File: src/rtl/iee_pkg.sv
// Shared types, constants and helpers of the infix expression evaluator.
// Used by the controller, the datapath and the top level; no dependencies.
package iee_pkg;

   localparam int OPD_DEPTH = 32;
   localparam int OPR_DEPTH = 32;
   localparam int OPD_CNT_W = $clog2(OPD_DEPTH + 1);
   localparam int OPR_CNT_W = $clog2(OPR_DEPTH + 1);
   localparam int OPD_IDX_W = $clog2(OPD_DEPTH);
   localparam int OPR_IDX_W = $clog2(OPR_DEPTH);

   localparam logic [7:0] CH_MUL   = 8'h2A;
   localparam logic [7:0] CH_DIV   = 8'h2F;
   localparam logic [7:0] CH_ADD   = 8'h2B;
   localparam logic [7:0] CH_SUB   = 8'h2D;
   localparam logic [7:0] CH_OPEN  = 8'h28;
   localparam logic [7:0] CH_CLOSE = 8'h29;
   localparam logic [7:0] CH_ZERO  = 8'h30;
   localparam logic [7:0] CH_NINE  = 8'h39;

   typedef enum logic [2:0] {
      OP_OPEN = 3'd0,
      OP_ADD  = 3'd1,
      OP_SUB  = 3'd2,
      OP_MUL  = 3'd3,
      OP_DIV  = 3'd4
   } op_type;

   typedef enum logic [2:0] {
      ST_OK       = 3'd0,
      ST_CLOSE    = 3'd1,
      ST_OPEN     = 3'd2,
      ST_MISSING  = 3'd3,
      ST_DIVZERO  = 3'd4,
      ST_OVERFLOW = 3'd5
   } stat_type;

   typedef enum logic [2:0] {
      CC_DIGIT,
      CC_OPEN,
      CC_CLOSE,
      CC_OPER,
      CC_OTHER
   } char_class_type;

   typedef enum logic [3:0] {
      S_IDLE,
      S_DECODE,
      S_LOOP,
      S_OP_USE,
      S_RED_START,
      S_RED_RD2,
      S_RED_EXEC,
      S_RED_DIV,
      S_RED_WB,
      S_END,
      S_FIN_CHECK,
      S_FIN_EMIT
   } state_type;

   typedef enum logic [1:0] {
      MODE_CLOSE,
      MODE_OPER,
      MODE_FINAL
   } mode_type;

   typedef struct packed {
      logic     load_char;
      logic     push_digit;
      logic     push_op;
      logic     pop_op;
      logic     latch_op;
      logic     rd_next;
      logic     latch_right;
      logic     alu_latch;
      logic     div_start;
      logic     div_latch;
      logic     write_result;
      logic     set_err;
      stat_type err_code;
      logic     emit;
   } dp_cmd_type;

   typedef struct packed {
      char_class_type cls;
      logic           last;
      logic           err_nz;
      logic           opr_empty;
      logic           opr_full;
      logic           opd_full;
      logic           opd_lt2;
      logic           opd_empty;
      logic           top_is_open;
      logic           rank_ge;
      op_type         red_op;
      logic           right_zero;
      logic           div_done;
      logic           out_busy;
   } dp_status_type;

   function automatic logic [1:0] rank_of(input op_type op);
      logic [1:0] r;
      case (op)
         OP_MUL, OP_DIV: r = 2'd2;
         OP_ADD, OP_SUB: r = 2'd1;
         default:        r = 2'd0;
      endcase
      return r;
   endfunction

endpackage

File: src/rtl/iee_divider.sv
// Iterative signed 32-bit divider, truncating toward zero, one quotient bit a cycle.
// Depends on nothing but its ports.
module iee_divider (
   input  logic        clock,
   input  logic        reset,
   input  logic        start,
   input  logic [31:0] dividend,
   input  logic [31:0] divisor,
   output logic        done,
   output logic [31:0] quotient
);

   logic        busy_ff, busy_in;
   logic        done_ff, done_in;
   logic [4:0]  count_ff, count_in;
   logic [31:0] rem_ff, rem_in;
   logic [31:0] quo_ff, quo_in;
   logic [31:0] mb_ff, mb_in;
   logic        neg_ff, neg_in;
   logic [32:0] shifted;

   always_comb begin
      busy_in  = busy_ff;
      done_in  = 1'b0;
      count_in = count_ff;
      rem_in   = rem_ff;
      quo_in   = quo_ff;
      mb_in    = mb_ff;
      neg_in   = neg_ff;
      shifted  = {rem_ff, quo_ff[31]};
      if (start) begin
         busy_in  = 1'b1;
         count_in = 5'd0;
         rem_in   = 32'd0;
         quo_in   = dividend[31] ? (32'd0 - dividend) : dividend;
         mb_in    = divisor[31] ? (32'd0 - divisor) : divisor;
         neg_in   = dividend[31] ^ divisor[31];
      end else if (busy_ff) begin
         if (shifted >= {1'b0, mb_ff}) begin
            rem_in = 32'(shifted - {1'b0, mb_ff});
            quo_in = {quo_ff[30:0], 1'b1};
         end else begin
            rem_in = shifted[31:0];
            quo_in = {quo_ff[30:0], 1'b0};
         end
         count_in = count_ff + 5'd1;
         if (count_ff == 5'd31) begin
            busy_in = 1'b0;
            done_in = 1'b1;
         end
      end
   end

   always_ff @(posedge clock) begin
      if (reset) begin
         busy_ff <= 1'b0;
         done_ff <= 1'b0;
      end else begin
         busy_ff <= busy_in;
         done_ff <= done_in;
      end
      count_ff <= count_in;
      rem_ff   <= rem_in;
      quo_ff   <= quo_in;
      mb_ff    <= mb_in;
      neg_ff   <= neg_in;
   end

   assign done     = done_ff;
   assign quotient = neg_ff ? (32'd0 - quo_ff) : quo_ff;

endmodule

File: src/rtl/iee_datapath.sv
// Datapath: operand and operator stacks, counters, error latch, ALU and result register.
// Depends on iee_pkg and iee_divider.
module iee_datapath (
   input  logic                  clock,
   input  logic                  reset,
   input  logic [7:0]            char_code,
   input  logic                  last_char,
   input  iee_pkg::dp_cmd_type   cmd,
   output iee_pkg::dp_status_type status,
   output logic                  rsp_valid,
   input  logic                  rsp_ready,
   output logic signed [31:0]    rsp_value,
   output logic [2:0]            rsp_status
);
   import iee_pkg::*;

   logic [31:0] opd_mem [OPD_DEPTH];
   op_type      opr_mem [OPR_DEPTH];

   logic [7:0]           char_ff;
   logic                 last_ff;
   logic [OPD_CNT_W-1:0] opd_cnt_ff, opd_cnt_in;
   logic [OPR_CNT_W-1:0] opr_cnt_ff, opr_cnt_in;
   stat_type             err_ff, err_in;
   logic [31:0]          opd_rd_ff;
   op_type               opr_rd_ff;
   op_type               red_op_ff;
   logic [31:0]          right_ff;
   logic [31:0]          result_ff, result_in;
   logic                 rsp_valid_ff, rsp_valid_in;
   logic [31:0]          rsp_value_ff;
   stat_type             rsp_status_ff;

   logic [OPD_CNT_W-1:0] opd_top, opd_next;
   logic [OPR_CNT_W-1:0] opr_top;
   logic [OPD_IDX_W-1:0] opd_rd_addr;
   op_type               in_op;
   char_class_type       cls;
   logic                 div_done;
   logic [31:0]          div_q;
   logic [63:0]          product;

   assign opd_top  = opd_cnt_ff - OPD_CNT_W'(1);
   assign opd_next = opd_cnt_ff - OPD_CNT_W'(2);
   assign opr_top  = opr_cnt_ff - OPR_CNT_W'(1);
   assign opd_rd_addr = cmd.rd_next ? opd_next[OPD_IDX_W-1:0] : opd_top[OPD_IDX_W-1:0];

   always_comb begin
      in_op = OP_OPEN;
      cls   = CC_OTHER;
      if (char_ff >= CH_ZERO && char_ff <= CH_NINE) begin
         cls = CC_DIGIT;
      end else begin
         case (char_ff)
            CH_OPEN:  cls = CC_OPEN;
            CH_CLOSE: cls = CC_CLOSE;
            CH_ADD: begin
               cls = CC_OPER; in_op = OP_ADD;
            end
            CH_SUB: begin
               cls = CC_OPER; in_op = OP_SUB;
            end
            CH_MUL: begin
               cls = CC_OPER; in_op = OP_MUL;
            end
            CH_DIV: begin
               cls = CC_OPER; in_op = OP_DIV;
            end
            default: cls = CC_OTHER;
         endcase
      end
   end

   iee_divider u_div (
      .clock    (clock),
      .reset    (reset),
      .start    (cmd.div_start),
      .dividend (opd_rd_ff),
      .divisor  (right_ff),
      .done     (div_done),
      .quotient (div_q)
   );

   assign product = opd_rd_ff * right_ff;

   always_comb begin
      result_in = result_ff;
      if (cmd.alu_latch) begin
         case (red_op_ff)
            OP_ADD:  result_in = opd_rd_ff + right_ff;
            OP_SUB:  result_in = opd_rd_ff - right_ff;
            default: result_in = product[31:0];
         endcase
      end else if (cmd.div_latch) begin
         result_in = div_q;
      end
   end

   always_comb begin
      opd_cnt_in = opd_cnt_ff;
      opr_cnt_in = opr_cnt_ff;
      err_in     = err_ff;
      if (cmd.push_digit)   opd_cnt_in = opd_cnt_ff + OPD_CNT_W'(1);
      if (cmd.write_result) opd_cnt_in = opd_cnt_ff - OPD_CNT_W'(1);
      if (cmd.push_op)      opr_cnt_in = opr_cnt_ff + OPR_CNT_W'(1);
      if (cmd.pop_op)       opr_cnt_in = opr_cnt_ff - OPR_CNT_W'(1);
      if (cmd.set_err && err_ff == ST_OK) err_in = cmd.err_code;
      if (cmd.emit) begin
         opd_cnt_in = '0;
         opr_cnt_in = '0;
         err_in     = ST_OK;
      end
      rsp_valid_in = rsp_valid_ff;
      if (rsp_ready) rsp_valid_in = 1'b0;
      if (cmd.emit)  rsp_valid_in = 1'b1;
   end

   always_ff @(posedge clock) begin
      if (reset) begin
         opd_cnt_ff   <= '0;
         opr_cnt_ff   <= '0;
         err_ff       <= ST_OK;
         rsp_valid_ff <= 1'b0;
      end else begin
         opd_cnt_ff   <= opd_cnt_in;
         opr_cnt_ff   <= opr_cnt_in;
         err_ff       <= err_in;
         rsp_valid_ff <= rsp_valid_in;
      end
   end

   always_ff @(posedge clock) begin
      if (cmd.load_char) begin
         char_ff <= char_code;
         last_ff <= last_char;
      end
      if (cmd.latch_op)    red_op_ff <= opr_rd_ff;
      if (cmd.latch_right) right_ff  <= opd_rd_ff;
      result_ff <= result_in;
      if (cmd.emit) begin
         rsp_value_ff  <= (err_ff == ST_OK) ? opd_rd_ff : 32'd0;
         rsp_status_ff <= err_ff;
      end
   end

   // Operand stack: one write port, one registered read port.
   always_ff @(posedge clock) begin
      if (cmd.push_digit)
         opd_mem[opd_cnt_ff[OPD_IDX_W-1:0]] <= {24'd0, 8'(char_ff - CH_ZERO)};
      else if (cmd.write_result)
         opd_mem[opd_next[OPD_IDX_W-1:0]] <= result_ff;
      opd_rd_ff <= opd_mem[opd_rd_addr];
   end

   // Operator stack: the read port always looks at the top entry.
   always_ff @(posedge clock) begin
      if (cmd.push_op)
         opr_mem[opr_cnt_ff[OPR_IDX_W-1:0]] <= (cls == CC_OPEN) ? OP_OPEN : in_op;
      opr_rd_ff <= opr_mem[opr_top[OPR_IDX_W-1:0]];
   end

   always_comb begin
      status.cls         = cls;
      status.last        = last_ff;
      status.err_nz      = (err_ff != ST_OK);
      status.opr_empty   = (opr_cnt_ff == '0);
      status.opr_full    = (opr_cnt_ff == OPR_CNT_W'(OPR_DEPTH));
      status.opd_full    = (opd_cnt_ff == OPD_CNT_W'(OPD_DEPTH));
      status.opd_lt2     = (opd_cnt_ff < OPD_CNT_W'(2));
      status.opd_empty   = (opd_cnt_ff == '0);
      status.top_is_open = (opr_rd_ff == OP_OPEN);
      status.rank_ge     = (rank_of(opr_rd_ff) >= rank_of(in_op));
      status.red_op      = red_op_ff;
      status.right_zero  = (right_ff == 32'd0);
      status.div_done    = div_done;
      status.out_busy    = rsp_valid_ff && !rsp_ready;
   end

   assign rsp_valid  = rsp_valid_ff;
   assign rsp_value  = rsp_value_ff;
   assign rsp_status = rsp_status_ff;

endmodule

File: src/rtl/iee_ctrl.sv
// Controller state machine: sequences decode, reduction loops and result emission.
// Depends on iee_pkg; drives the datapath through dp_cmd_type.
module iee_ctrl (
   input  logic                   clock,
   input  logic                   reset,
   input  logic                   req_valid,
   output logic                   req_ready,
   input  iee_pkg::dp_status_type status,
   output iee_pkg::dp_cmd_type    cmd
);
   import iee_pkg::*;

   state_type state_ff, state_in;
   mode_type  mode_ff, mode_in;

   always_ff @(posedge clock) begin
      if (reset) begin
         state_ff <= S_IDLE;
         mode_ff  <= MODE_FINAL;
      end else begin
         state_ff <= state_in;
         mode_ff  <= mode_in;
      end
   end

   always_comb begin
      state_in  = state_ff;
      mode_in   = mode_ff;
      req_ready = 1'b0;
      cmd       = '0;
      cmd.err_code = ST_OK;
      unique case (state_ff)
         S_IDLE: begin
            req_ready = 1'b1;
            if (req_valid) begin
               cmd.load_char = 1'b1;
               state_in = S_DECODE;
            end
         end
         S_DECODE: begin
            state_in = S_END;
            if (!status.err_nz) begin
               case (status.cls)
                  CC_DIGIT: begin
                     if (status.opd_full) begin
                        cmd.set_err = 1'b1; cmd.err_code = ST_OVERFLOW;
                     end else cmd.push_digit = 1'b1;
                  end
                  CC_OPEN: begin
                     if (status.opr_full) begin
                        cmd.set_err = 1'b1; cmd.err_code = ST_OVERFLOW;
                     end else cmd.push_op = 1'b1;
                  end
                  CC_CLOSE: begin
                     mode_in = MODE_CLOSE; state_in = S_LOOP;
                  end
                  CC_OPER: begin
                     mode_in = MODE_OPER; state_in = S_LOOP;
                  end
                  default: state_in = S_END;
               endcase
            end
         end
         S_LOOP: begin
            // Top operator is read here and shows up in S_OP_USE.
            if (status.err_nz) begin
               state_in = (mode_ff == MODE_FINAL) ? S_FIN_CHECK : S_END;
            end else if (status.opr_empty) begin
               unique case (mode_ff)
                  MODE_CLOSE: begin
                     cmd.set_err = 1'b1; cmd.err_code = ST_CLOSE; state_in = S_END;
                  end
                  MODE_OPER: begin
                     if (status.opr_full) begin
                        cmd.set_err = 1'b1; cmd.err_code = ST_OVERFLOW;
                     end else cmd.push_op = 1'b1;
                     state_in = S_END;
                  end
                  default: state_in = S_FIN_CHECK;
               endcase
            end else begin
               state_in = S_OP_USE;
            end
         end
         S_OP_USE: begin
            cmd.latch_op = 1'b1;
            state_in = S_RED_START;
            if (mode_ff == MODE_CLOSE && status.top_is_open) begin
               cmd.pop_op = 1'b1;
               state_in = S_END;
            end else if (mode_ff == MODE_OPER && !status.rank_ge) begin
               if (status.opr_full) begin
                  cmd.set_err = 1'b1; cmd.err_code = ST_OVERFLOW;
               end else cmd.push_op = 1'b1;
               state_in = S_END;
            end
         end
         S_RED_START: begin
            if (status.opd_lt2) begin
               cmd.set_err = 1'b1; cmd.err_code = ST_MISSING; state_in = S_END;
            end else state_in = S_RED_RD2;
         end
         S_RED_RD2: begin
            // Right operand arrives; fetch the left one.
            cmd.latch_right = 1'b1;
            cmd.rd_next = 1'b1;
            state_in = S_RED_EXEC;
         end
         S_RED_EXEC: begin
            cmd.rd_next = 1'b1;
            case (status.red_op)
               OP_OPEN: begin
                  cmd.set_err = 1'b1; cmd.err_code = ST_OPEN; state_in = S_END;
               end
               OP_DIV: begin
                  if (status.right_zero) begin
                     cmd.set_err = 1'b1; cmd.err_code = ST_DIVZERO; state_in = S_END;
                  end else begin
                     cmd.div_start = 1'b1; state_in = S_RED_DIV;
                  end
               end
               default: begin
                  cmd.alu_latch = 1'b1; state_in = S_RED_WB;
               end
            endcase
         end
         S_RED_DIV: begin
            if (status.div_done) begin
               cmd.div_latch = 1'b1; state_in = S_RED_WB;
            end
         end
         S_RED_WB: begin
            cmd.write_result = 1'b1;
            cmd.pop_op = 1'b1;
            state_in = S_LOOP;
         end
         S_END: begin
            if (status.last) begin
               mode_in = MODE_FINAL; state_in = S_LOOP;
            end else state_in = S_IDLE;
         end
         S_FIN_CHECK: begin
            if (!status.err_nz && status.opd_empty) begin
               cmd.set_err = 1'b1; cmd.err_code = ST_MISSING;
            end
            state_in = S_FIN_EMIT;
         end
         S_FIN_EMIT: begin
            // Hold until the output register frees up.
            if (!status.out_busy) begin
               cmd.emit = 1'b1; state_in = S_IDLE;
            end
         end
         default: state_in = S_IDLE;
      endcase
   end

endmodule

File: src/rtl/infix_expression_evaluator.sv
// Top level of the infix expression evaluator: controller plus datapath.
// Depends on iee_pkg, iee_ctrl, iee_datapath and iee_divider.
//
// Takes one ASCII character per transfer and works on it before taking the next.
// A digit, an opening parenthesis or a skipped character is handled in decode alone;
// an operator or a closing parenthesis also runs the reduction loop, in which each
// reduction reads its two operands in turn through the single read port of the operand
// stack and a division waits on the one-bit-per-cycle divider. The last character also
// runs the final reductions and loads the result register, which the next character can
// pass while the result waits to be taken.
// Status 0 is ok; on any error the value is 0 and only the first error is kept.
module infix_expression_evaluator (
   input  logic               clock,
   input  logic               reset,
   input  logic               req_valid,
   output logic               req_ready,
   input  logic [7:0]         req_char_code,
   input  logic               req_last_char,
   output logic               rsp_valid,
   input  logic               rsp_ready,
   output logic signed [31:0] rsp_value,
   output logic [2:0]         rsp_status
);
   import iee_pkg::*;

   dp_cmd_type    cmd;
   dp_status_type status;

   iee_ctrl u_ctrl (
      .clock     (clock),
      .reset     (reset),
      .req_valid (req_valid),
      .req_ready (req_ready),
      .status    (status),
      .cmd       (cmd)
   );

   iee_datapath u_dp (
      .clock      (clock),
      .reset      (reset),
      .char_code  (req_char_code),
      .last_char  (req_last_char),
      .cmd        (cmd),
      .status     (status),
      .rsp_valid  (rsp_valid),
      .rsp_ready  (rsp_ready),
      .rsp_value  (rsp_value),
      .rsp_status (rsp_status)
   );

endmodule
File: config.mk
export PLATFORM = sky130hd
export DESIGN_NAME = infix_expression_evaluator
export DESIGN_NICKNAME = d
export VERILOG_FILES = /design/src/rtl/iee_pkg.sv /design/src/rtl/iee_divider.sv /design/src/rtl/iee_datapath.sv /design/src/rtl/iee_ctrl.sv /design/src/rtl/infix_expression_evaluator.sv
export SDC_FILE = /design/constraint.sdc
export NUM_CORES = 2
export LEC_CHECK = 0
export BUFFER_PORTS_ARGS = -buffer_cell sky130_fd_sc_hd__buf_2
export CAP_MARGIN = 25
export CORE_ASPECT_RATIO = 1.1
export CORE_MARGIN = 5
export CORE_UTILIZATION = 55
export DETAILED_ROUTE_END_ITERATION = 8
export GPL_TIMING_DRIVEN = 0
export PLACE_DENSITY = 0.71
export SYNTH_ARGS = -nofsm -noshare
export SYNTH_HDL_FRONTEND = slang
export SYNTH_SLANG_ARGS = --single-unit
export TNS_END_PERCENT = 1
File: constraint.sdc
create_clock -name clock -period 8.55 [get_ports clock]
set_input_delay 2.565 -clock clock [delete_from_list [all_inputs] [get_ports clock]]
set_output_delay 2.565 -clock clock [all_outputs]
set_load 0.1 [all_outputs]
==> metrics <==
status finished, final reports clean; RSZ-0062 raised after global routing true; fmax 118.5 MHz; final hold vios 0; Synth Warn # 0; Initial Utilization between 50% and 60%; most frequent CP cell fa_1; max-cap violations 0; Final Non-Filler Cells about 7.4k; clk_lat worst skew 0.79 ns; initial antenna violation count 15; number of global-route vias before repair around 47k; Setup crit end kind register; launch point of the worst reg-to-reg path u_dp.opd_rd_ff[5]; Die Y 397.2 um; top_reg_cell synth edfxtp_1; Net Count, Synth 5838; CP peak stage delay 0.57 ns; Reg2Reg Capture Point u_dp.result_ff[31]; Final setup viols 0; most frequent cells in the layout 1296 x edfxtp_1, 437 x inv_1, 426 x nand2_1; ANT nets after route 0; Slew @ Worst Pin 1.133 ns; Clock Path Buffers 3; Seq/Total Area, Yosys approximately 54%; crit-path leading delay family adder cells; layout cells sized above 1 16.04%; Final Critical Period 8.438 ns; Reg2Reg Setup Slack 0.11 ns; core box area about 140000 um2; Post-synth EDFFs 1296; Syn Area/Cell between 10 and 15 um2; die area 143800 um2; drt total wl 213800 um; CTS tree yes; hold_ws 0.4617 ns; I/O pin cnt 50; Hold Path Origin u_dp.opd_rd_ff[27]; Rel. slew slack between 20% and 30%; Inst Count DP 7109; Post-Syn Area approximately 75000 um2; Final Slew Violations 0; Total GRT Usage approximately 30%; CP arrival 9.01 ns; fin util 61.61%; drt first-iter violations 5218; WHS Path Cells 0; CTS buffer count 140; largest net degree at the start of global routing 43; cell count after synthesis 5209; Hold Path Class register to register; fin crit share between 90% and 100%; worst path required time 9.13 ns; placed instance area a little under 80000 um2; cells on worst reg2reg path 25; most common cell after layout, fill and taps aside edfxtp_1; TritonCTS Sinks 1392; Worst Path Buf+Inv 4; Die Width 362.0 um; via count 45.95k; Placement Rows about 140; PortBufs 48; post-route cell area 83740 um2; clock-pin slew on the worst setup and hold paths 0.06 ns; Hold Path End u_dp.right_ff[27]; Slowest-stage cell, CP dfxtp_1; Worst Path Max Fanout 10; DP HPWL 152800 um; CTS Root Buffer Type clkbuf_16; Clock Skew 0.03145 ns; Area growth, synth to finish 11.70%; post-synthesis cell type count 83; crit start category register; # DRC 0; post-DR vias/cell 6.218; #FFs+latches synth 1392; routability congestion estimate 0.9873; drt wl/cell 28.93 um; first-pass GRT wire length 311900 um; Final #Nets 6099; FFs w/ async S/R, synth 0%; critical path class register to register; Overflow after GRT 0; first drt pass iteration count 6; H-tree Lvls 4
## cell type report
type / count / area [um2]
multi-input combinational: 3084 / 31620
antenna: 4 / 10.01
buffer: 288 / 1235
timing repair buffer: 123 / 1673
clock inverter: 77 / 634.4
tap: 1800 / 2252
sequential: 1392 / 40840
clock buffer: 180 / 3812
inverter: 441 / 1655
fill: 10027 / 52180
## per-layer routing
layer | up-vias | track usage [%] | part of all wire [%]
met1 | 23664 | 38.26 | 37
met2 | 2414 | 49.56 | 49
met3 | 586 | 4.485 | 7.8
met4 | 2 | 15.79 | 6.6
met5 | - | 0 | 0.0065
li1 | 19280 | - | -
## registers in the layout, summed over array words and instances (netlist names), 2 cells and up
name / flops
u_dp.red_op_ff: 3
u_dp.opr_mem: 96
u_ctrl.state_ff: 4
u_dp.opr_cnt_ff: 6
u_dp.opr_rd_ff: 3
u_dp.opd_rd_ff: 32
u_dp.u_div.mb_ff: 32
u_dp.char_ff: 8
u_dp.rsp_status: 3
u_ctrl.mode_ff: 2
u_dp.err_ff: 3
u_dp.right_ff: 32
u_dp.opd_mem: 1024
u_dp.u_div.count_ff: 5
u_dp.result_ff: 32
u_dp.opd_cnt_ff: 6
u_dp.u_div.quo_ff: 32
u_dp.rsp_value: 32
u_dp.u_div.rem_ff: 32
## repair_timing
item,4_1_cts,5_1_grt
setup endpoints to repair,8,5
hold buffers,0,0
pin swaps,0,0
cloned,0,0
buffers inserted,0,4
resized for setup,40,51
## cell usage after synthesis, drive strengths merged, types with 8 or more instances
library cell  instances  share of area, %
and3                 36              0.30
o211ai               12              0.12
nor4                  9              0.12
o21a                 20              0.20
mux2                 36              0.54
ha                  206               3.4
dfxtp                96               2.6
mux4                350                11
or4                  17              0.18
a21o                 39              0.39
or3                  28              0.26
fa                  410                11
mux2i                 9              0.12
o31ai                28              0.30
edfxtp             1296                52
nor2b                25              0.21
nand3                38              0.26
a211oi               33              0.33
nor2                209               1.0
nand4                 9             0.075
or2                  10             0.083
clkbuf              215               1.1
nand2               428               2.1
xor2                129               1.5
a21oi               153               1.0
o41ai                12              0.16
o21ai               154               1.0
xnor2               144               1.7
a21boi                8             0.080
nand2b               40              0.35
buf                  77              0.48
inv                 441               2.2
a31oi                11             0.092
nor3                 46              0.33
and2                339               2.8
nand3b                8             0.080
## through the flow
step                       TNS, ns  setup slack, ns
final                            0           0.1123
after global routing      -0.08144         -0.08144
after CTS                        0         0.004065
after detailed placement    -2.390          -0.6170
after global placement      -3.166          -0.7316
after floorplan                  0            1.522
## kinds of logic after synthesis
| kind of cell | Yosys count | share of synthesized area (%) |
|---|---|---|
| AO/OA/AOI/OAI | 544 | 4.570 |
| XOR/XNOR | 273 | 3.190 |
| flip-flops | 1392 | 54.48 |
| AND/OR/NAND/NOR | 1256 | 8.440 |
| adder cells (fa/ha/maj) | 616 | 14.39 |
| multiplexers | 395 | 11.18 |
| buffers and inverters | 733 | 3.760 |
## worst max-delay path by stage
stage                                  start  cells past startpoint            endpoint  slack (ns)
after floorplan             u_dp.right_ff[5]                     27  u_dp.result_ff[31]        1.52
after global placement     u_dp.opd_rd_ff[6]                     24  u_dp.result_ff[30]       -0.73
after detailed placement   u_dp.opd_rd_ff[8]                     24  u_dp.result_ff[30]       -0.62
after CTS                  u_dp.right_ff[10]                     24  u_dp.result_ff[31]       0.004
after global routing      u_dp.opd_rd_ff[14]                     22  u_dp.result_ff[31]       -0.08
final                      u_dp.opd_rd_ff[5]                     25  u_dp.result_ff[31]        0.11
Power is not shown: default switching activity piles up to over one toggle a cycle in this logic, so the estimate is an artifact.
